### src/svf_pkg.sv
// Package for the trapezoidal state-variable filter: constants, tables,
// divider request/response types. No dependencies.
`default_nettype none
package svf_pkg;

  localparam int unsigned SAMPLE_WIDTH_DEF = 24;
  localparam int unsigned STATE_WIDTH_DEF  = 32;

  localparam logic [17:0] RATE_RESET = 18'd48000;
  localparam logic [17:0] RATE_MIN   = 18'd8000;
  localparam logic [17:0] RATE_MAX   = 18'd192000;
  localparam logic [16:0] RES_ONE    = 17'd65536;
  localparam logic [17:0] K_MAX      = 18'd131072;

  localparam logic [31:0] ONE_Q30     = 32'd1073741824;
  localparam logic [31:0] PI_Q30      = 32'd3373259426;
  localparam logic [30:0] HALF_PI_Q30 = 31'd1686629713;

  // Restoring divider: one quotient bit per cycle
  localparam int unsigned DIV_STEPS = 64;

  // 2^32, base of the series reciprocals
  localparam logic [63:0] RCP_ONE = 64'h0000_0001_0000_0000;

  // Series divisors, Horner order
  function automatic logic [7:0] sin_div(input logic [2:0] idx);
    logic [7:0] v;
    case (idx)
      3'd0:    v = 8'd110;
      3'd1:    v = 8'd72;
      3'd2:    v = 8'd42;
      3'd3:    v = 8'd20;
      default: v = 8'd6;
    endcase
    return v;
  endfunction

  function automatic logic [7:0] cos_div(input logic [2:0] idx);
    logic [7:0] v;
    case (idx)
      3'd0:    v = 8'd132;
      3'd1:    v = 8'd90;
      3'd2:    v = 8'd56;
      3'd3:    v = 8'd30;
      default: v = 8'd12;
    endcase
    return v;
  endfunction

  // floor(2^32 / divisor): the estimate it gives is low by at most one
  function automatic logic [31:0] sin_rcp(input logic [2:0] idx);
    logic [31:0] v;
    case (idx)
      3'd0:    v = 32'(RCP_ONE / 64'd110);
      3'd1:    v = 32'(RCP_ONE / 64'd72);
      3'd2:    v = 32'(RCP_ONE / 64'd42);
      3'd3:    v = 32'(RCP_ONE / 64'd20);
      default: v = 32'(RCP_ONE / 64'd6);
    endcase
    return v;
  endfunction

  function automatic logic [31:0] cos_rcp(input logic [2:0] idx);
    logic [31:0] v;
    case (idx)
      3'd0:    v = 32'(RCP_ONE / 64'd132);
      3'd1:    v = 32'(RCP_ONE / 64'd90);
      3'd2:    v = 32'(RCP_ONE / 64'd56);
      3'd3:    v = 32'(RCP_ONE / 64'd30);
      default: v = 32'(RCP_ONE / 64'd12);
    endcase
    return v;
  endfunction

  typedef struct packed {
    logic        start;
    logic [63:0] dividend;
    logic [31:0] divisor;
  } div_req_t;

  typedef struct packed {
    logic        done;
    logic [63:0] quotient;
  } div_rsp_t;

endpackage
`default_nettype wire

### src/svf_div.sv
// Iterative unsigned divider, 64-bit dividend by 32-bit divisor, one bit a cycle.
// Uses svf_pkg for the request/response types.
`default_nettype none
module svf_div (
  input  wire logic              clk_i,
  input  wire logic              rst_ni,
  input  wire svf_pkg::div_req_t req_i,
  output svf_pkg::div_rsp_t      rsp_o
);

  localparam int unsigned CW = $clog2(svf_pkg::DIV_STEPS + 1);

  logic          busy_q, busy_d;
  logic          done_q, done_d;
  logic [CW-1:0] cnt_q, cnt_d;
  logic [63:0]   dvd_q, dvd_d;
  logic [31:0]   rem_q, rem_d;
  logic [31:0]   dsr_q, dsr_d;

  logic [32:0]   rem_sh;
  logic [32:0]   rem_sub;
  logic          ge;

  // One restoring step: shift in next dividend bit, subtract if it fits
  always_comb begin
    rem_sh  = {rem_q, dvd_q[63]};
    ge      = rem_sh >= {1'b0, dsr_q};
    rem_sub = rem_sh - {1'b0, dsr_q};
  end

  always_comb begin
    busy_d = busy_q;
    done_d = 1'b0;
    cnt_d  = cnt_q;
    dvd_d  = dvd_q;
    rem_d  = rem_q;
    dsr_d  = dsr_q;
    if (req_i.start) begin
      busy_d = 1'b1;
      cnt_d  = CW'(svf_pkg::DIV_STEPS);
      dvd_d  = req_i.dividend;
      rem_d  = '0;
      dsr_d  = req_i.divisor;
    end else if (busy_q) begin
      rem_d = ge ? rem_sub[31:0] : rem_sh[31:0];
      dvd_d = {dvd_q[62:0], ge};
      cnt_d = cnt_q - CW'(1);
      if (cnt_q == CW'(1)) begin
        busy_d = 1'b0;
        done_d = 1'b1;
      end
    end
  end

  always_ff @(posedge clk_i or negedge rst_ni) begin
    if (!rst_ni) begin
      busy_q <= 1'b0;
      done_q <= 1'b0;
      cnt_q  <= '0;
    end else begin
      busy_q <= busy_d;
      done_q <= done_d;
      cnt_q  <= cnt_d;
    end
  end

  always_ff @(posedge clk_i) begin
    dvd_q <= dvd_d;
    rem_q <= rem_d;
    dsr_q <= dsr_d;
  end

  assign rsp_o.done     = done_q;
  assign rsp_o.quotient = dvd_q;

endmodule
`default_nettype wire

### config.mk
export PLATFORM = sky130hd
export DESIGN_NAME = svf_div
export DESIGN_NICKNAME = d
export VERILOG_FILES = /design/src/svf_pkg.sv /design/src/svf_div.sv
export SDC_FILE = /design/constraint.sdc
export NUM_CORES = 1
export LEC_CHECK = 0
export ABC_AREA = 1
export CAP_MARGIN = 20
export CELL_PAD_IN_SITES_DETAIL_PLACEMENT = 0
export CELL_PAD_IN_SITES_GLOBAL_PLACEMENT = 1
export CORE_MARGIN = 2
export CORE_UTILIZATION = 42
export DETAILED_ROUTE_END_ITERATION = 12
export DONT_BUFFER_PORTS = 1
export GPL_ROUTABILITY_DRIVEN = 0
export PLACE_DENSITY_LB_ADDON = 0.1
export SETUP_SLACK_MARGIN = 0.02
export SLEW_MARGIN = 15
export SYNTH_ARGS = -nofsm -noshare
export SYNTH_HDL_FRONTEND = slang
export SYNTH_SLANG_ARGS = --single-unit
### constraint.sdc
create_clock -name clk_i -period 3 [get_ports clk_i]
set_input_delay 0.15 -clock clk_i [delete_from_list [all_inputs] [get_ports clk_i]]
set_output_delay 0.15 -clock clk_i [all_outputs]
set_load 0.01 [all_outputs]
==> results of run 1 <==
==> final cells by class <==
cell class,instances,area (um2)
Clock buffer,17,425
Clock inverter,15,150
Fill cell,1959,9310
Inverter,185,694
Multi-Input combinational cell,779,3660
Sequential cell,137,3750
Tap cell,265,332
Timing Repair Buffer,107,1080
==> stage by stage <==
step                      hold WS, ns  instance area, um2  worst slack, ns  util (%)
after global routing            0.113               10100            0.350      52.0
after detailed placement       -0.145                8510            0.574      43.9
after CTS                     0.00743               10100            0.572      51.9
after floorplan                -0.146                8260           0.0333         -
after global placement         -0.145                8510            0.568      43.9
final                          0.0896               10100            0.586      52.0
==> power by group <==
| group | leakage [nW] | internal, mW | switching [mW] |
|---|---|---|---|
| Clock | 0.278 | 1.11 | 0.984 |
| Combinational | 3.46 | 1.03 | 1.76 |
| Sequential | 1.39 | 2.35 | 0.254 |
==> cells in the final DEF (no fill, tap or decap), drive strengths merged, types with 3 or more instances in the layout <==
cell,count
nand3b,13
o21ai,19
edfxtp,96
and2,3
nor3,4
clkbuf,17
dfrtp,9
nand3,87
nand2,507
o21bai,4
nor2,55
dfxtp,32
inv,194
nand4,9
ha,34
clkinv,4
a21oi,23
xnor2,13
dlygate4sd3,98
buf,9
==> worst paths after layout <==
check / start / end
max reg2reg: dsr_q[8] / rem_q[28]
min reg2reg: rem_q[19] / rem_q[19]
min: rst_ni / cnt_q[4]
max: dsr_q[8] / rem_q[28]
max in group asynchronous: rst_ni / cnt_q[1]
min in group clk_i: req_i[96] / dsr_q[13]
==> logic make-up (layout without fill, tap and decap cells) <==
family | after synthesis | after routing | share of synthesized area, %
simple gates | 680 | 680 | 34.1
buf+inv | 215 | 324 | 10.4
flops | 137 | 137 | 45.4
compound gates | 50 | 50 | 3.29
fa+ha+maj | 35 | 35 | 5.39
xor+xnor | 14 | 14 | 1.48
==> registers in the layout, summed over array words and instances, names as in the netlist <==
| name | count |
|---|---|
| dvd_q | 64 |
| dsr_q | 32 |
| rem_q | 32 |
| cnt_q | 7 |
| busy_q | 1 |
| done_q | 1 |
==> worst max-delay path: cells and delay by family (launching register included) <==
kind                       cells  cell delay [ns]
DFF                            1             0.32
adders and majority gates      1             0.34
and+or+nand+nor               11             1.05
buffers and inverters          5             0.61
==> routing by layer <==
layer | share of wire, % | wire, um | up-vias | global-route usage [%]
li1 | - | - | 3713 | -
met1 | 45 | 10100 | 3289 | 29.0
met2 | 48 | 10800 | 163 | 37.9
met3 | 5.3 | 1190 | 17 | 5.60
met4 | 1.4 | 323 | 0 | 6.03
met5 | 0 | 0 | - | 0
==> flow_summary_export.csv, run 1 <==
group,metric,value,unit
outcome,status,"finished clean",
synthesis,ys.flop_type,"edfxtp_1",
synthesis,syn_area,0.00826,mm2
synthesis,synth_cells,1131,
timing,slew_headroom,53.9,%
floorplan,die_height,144,um
synthesis,synth_area_per_cell,7.31,um2
clocking,cts.repair.resized,0,
setup_path,cp.arrival,2.75,ns
setup_path,cp-start-kind,"flip-flop",
run,drv_cap,0,
cells_and_area,syn_to_final_growth,22.1,%
drt,first_iter_violations,327,
floorplan,dieArea,0.0208,mm2
drt,wl,22.5,mm
power,leakage,5.13,nW
drt,drc_errors,0,
power,peakVddDrop,0.403,mV
cells_and_area,drive_gt1_share,5.08,%
floorplan,dieWidth,144,um
drt,vias,7182,
global_route,grt-ovfl-total,0,
drt,detail_route.wl_per_cell,14.9,um
synthesis,synth.area.top_cells,"edfxtp_1, nand2_1, inv_1, dfxtp_1, ha_1",
drt,vias_per_cell,4.77,
clocking,cts_buffer_depth,2,
setup_path,r2r_slack,0.59,ns
global_route,grtUsageTotal,22.5,%
timing,clock_skew,0.0168,ns
clocking,cts_hold_buf,97,
clocking,cts_sinks,137,
power,power.total,7.49,mW
timing,period_minus_slack,2.41,ns
timing,slew_viol_final,0,
setup_path,crit_path_frequent_cell,"nand2_1",
clocking,cts_tree,"built",
placement,portBuffers,0,
global_route,grt_pass1_wl,36.2,mm
synthesis,ys_seq_area_share,45.4,%
setup_path,end_kind,"flip-flop",
timing,finalHoldViolations,0,
timing,tightest_slew,0.690,ns
hold_path,hold_path_class,"in2async",
floorplan,initial_utilization,42.6,%
global_route,antenna_found_initial,0,
drt,drtPass1Iterations,4,
timing,tns,0,ns
setup_path,cp.required,3.34,ns
clocking,clock_latency,0.43,ns
cells_and_area,nets,1361,
synthesis,yosys.area.top_type,"edfxtp_1",
placement,hpwlAfterDp,15.7,mm
power,p_per_area,742,mW/mm2
clocking,htreeDepth,4,
synthesis,yosysWarnings,0,
timing,finalSetupViolCount,0,
timing,fmax,0.414,GHz
synthesis,ys_types,37,
clocking,cts_buffers,17,
setup_path,crit_type,"reg2reg",
synthesis,synth_edf_count,96,
synthesis,syn_nets,1265,
cells_and_area,n_antenna_cell,0,
floorplan,rows,51,
synthesis,synth_commonest_cells,"nand2_1, inv_1, edfxtp_1",
setup_path,rr_worst_depth,17,
timing,finalCritPeriodShare,80.5,%
setup_path,worst_path_max_delay_cell,"buf_4",
synthesis,synth_top_cell_area_share,34.9,%
placement,dp_cells,1374,
clocking,clock-root-buffer,"clkbuf_16",
floorplan,coreArea,0.0194,mm2
global_route,grt_pass1_vias,7030,
synthesis,ys_async_sr_fraction,6.57,%
floorplan,pin_count,164,
synthesis,synth-seq-cells,137,
clocking,clk_pin_slew,0.08,ns
setup_path,crit_path_max_fanout,33,
setup_path,path_cells,"inv_1 > ha_1 > nand2_1 > inv_1 > nand2_1 > nand2_1 > inv_1 > nand3_2 > nand2_2 > nand2_2 > nand2_2 > buf_4 > nand3_1 > nand2_1 > inv_1 > nand2_1 > nand2_1",
clocking,post_cts_buffers,0,
cells_and_area,final_cell_count_no_fill,1505,
setup_path,max_stage_delay,0.39,ns
timing,rsz0062_at_grt,"no",
global_route,grt_max_degree,95,
synthesis,synth_most_common_cell,"nand2_1",
drt,ant_nets,0,
Note: power is estimated with default switching activity, not from simulation.
==> run 2: changes to the inputs <==
Clock period 3 ns to 2.1 ns, I/O delays scaled along.
==> run 2 against run 1 <==
The run now ends with negative setup slack left. Die area unchanged. Via count increased by 13%. Hold slack worse by 0.049 ns. Sequential cell count unchanged. Largest power group unchanged. Clock-buffer cell count unchanged. Clock skew down 0.00061 ns. Critical endpoint is now rem_q[13]. First-iteration DRC count rose by 8.3%.
==> flow_summary_export.csv, run 2 (synthesis results as in run 1) <==
group,metric,value,unit
floorplan,pin_count,164,
power,power.total,13.5,mW
global_route,grt_pass1_wl,40.1,mm
power,peakVddDrop,0.686,mV
cells_and_area,n_antenna_cell,0,
cells_and_area,drive_gt1_share,23.1,%
power,leakage,6.06,nW
timing,holdWs,0.0408,ns
timing,fin_ws,-0.0296,ns
setup_path,r2r_slack,-0.03,ns
drt,first_iter_violations,354,
run,drv_cap,0,
timing,finalCritPeriodShare,101,%
floorplan,dieWidth,144,um
floorplan,rows,51,
floorplan,dieArea,0.0208,mm2
cells_and_area,seq_area,0.00375,mm2
cells_and_area,syn_to_final_growth,52.7,%
outcome,status,"finished with violations",
cells_and_area,final_area,0.0126,mm2
placement,dp_slack,-0.116,ns
cells_and_area,nets,1543,
floorplan,die_height,144,um
global_route,grt-ovfl-total,0,
floorplan,coreArea,0.0194,mm2
timing,slew_viol_final,0,
timing,tightest_slew,0.663,ns
timing,finalHoldViolations,0,
clocking,cts_tree,"built",
timing,clock_skew,0.0162,ns
setup_path,cp-start-kind,"flip-flop",
hold_path,hold_path_class,"in2async",
timing,finalSetupViolCount,16,
placement,hpwlAfterDp,16.7,mm
setup_path,end_kind,"flip-flop",
drt,ant_nets,0,
drt,vias,8126,
cells_and_area,final_common_cell,"nand2_1",
cells_and_area,multi_input_area,0.00443,mm2
drt,drc_errors,0,
clocking,cts_buffer_depth,2,
clocking,htreeDepth,4,
drt,vias_per_cell,4.82,
setup_path,crit_path_max_fanout,5,
timing,slew_headroom,55.8,%
timing,period_minus_slack,2.13,ns
timing,fmax,0.470,GHz
cells_and_area,top_regs,"dvd_q: 64 flops, dsr_q: 32 flops, rem_q: 32 flops",
placement,dp_cells,1462,
global_route,grt_max_degree,68,
floorplan,initial_utilization,42.6,%
setup_path,r2r-start,"dsr_q[26]",
timing,rsz0062_at_grt,"yes",
clocking,cts_buffers,17,
clocking,cts_sinks,137,
setup_path,r2r_end,"rem_q[13]",
cells_and_area,final_cell_count_no_fill,1687,
setup_path,cp.arrival,2.44,ns
setup_path,rr_worst_depth,15,
drt,wl,26.9,mm
power,p_per_area,1070,mW/mm2
setup_path,cp.required,2.41,ns
clocking,clock-root-buffer,"clkbuf_16",
placement,portBuffers,0,
timing,tns,-0.214,ns
cells_and_area,num-fill-cells,1692,
clocking,clk_pin_slew,0.07,ns
cells_and_area,top_register,"dvd_q",
cells_and_area,largest_reg_flops,64,
cells_and_area,fin_util,65.1,%
drt,drtPass1Iterations,5,
cells_and_area,layout_common_cells,"nand2_1, inv_1, dlygate4sd3_1, buf_4, edfxtp_1",
setup_path,crit_type,"reg2reg",
clocking,clock_latency,0.43,ns
placement,placedInstanceArea,0.00927,mm2
outcome,violations,"negative setup slack",
global_route,antenna_found_initial,0,
global_route,grtUsageTotal,25.1,%
drt,detail_route.wl_per_cell,15.9,um
global_route,grt_pass1_vias,7934,
==> run 2: how the worst max path moves through the flow <==
stage | startpoint | cells after the start | to
floorplan | busy_q | 3 | dvd_q[0]
global placement | dsr_q[22] | 13 | rem_q[19]
detailed placement | rem_q[19] | 14 | rem_q[19]
CTS | dsr_q[22] | 14 | rem_q[21]
global route | dsr_q[25] | 15 | rem_q[24]
finish | dsr_q[26] | 15 | rem_q[13]
==> run 2: power breakdown <==
part           internal [mW]  switching [mW]  leakage (nW)  total (mW)
Sequential              3.36           0.452          1.39        3.82
Combinational           3.24            3.34          4.39        6.58
Clock                   1.70            1.42         0.288        3.12
==> run 2: worst max-delay path, cell delays in order, from the launching register on <==
cell and delay [ns]:
edfxtp_1 0.35, inv_2 0.05, ha_4 0.30, nand2_4 0.07, nor2_4 0.18, nand2_1 0.09, nor2_1 0.13, nand2_2 0.08
nor2_4 0.10, nor2_4 0.05, buf_12 0.14, nand2_8 0.12, clkbuf_16 0.16, nand2_2 0.05, nand3_1 0.08, nand2_1 0.06
==> run 2: area by class of cell <==
| class | instances | share of cell area [%] |
|---|---|---|
| clock buffer | 17 | 3.37 |
| tap | 265 | 2.63 |
| sequential | 137 | 29.7 |
| timing repair buffer | 289 | 22.3 |
| inverter | 185 | 5.50 |
| clock inverter | 15 | 1.39 |
| multi-input combinational | 779 | 35.1 |
==> run 2: metal layers <==
metal	wire [um]	vias up	GRT usage, %
li1	-	4088	-
met4	419	0	6.54
met1	11500	3797	30.5
met5	0	-	0
met3	1340	24	5.70
met2	13600	217	44.8
==> run 2: timing repair <==
item / 4_1_cts / 5_1_grt
hold buffers: 161 / 0
setup buffers: 13 / 14
endpoints found under the hold margin: 137 / 0
gates resized for setup: 54 / 125
pin swaps: 17 / 36
endpoints found under the setup margin: 33 / 33
cloned: 0 / 5
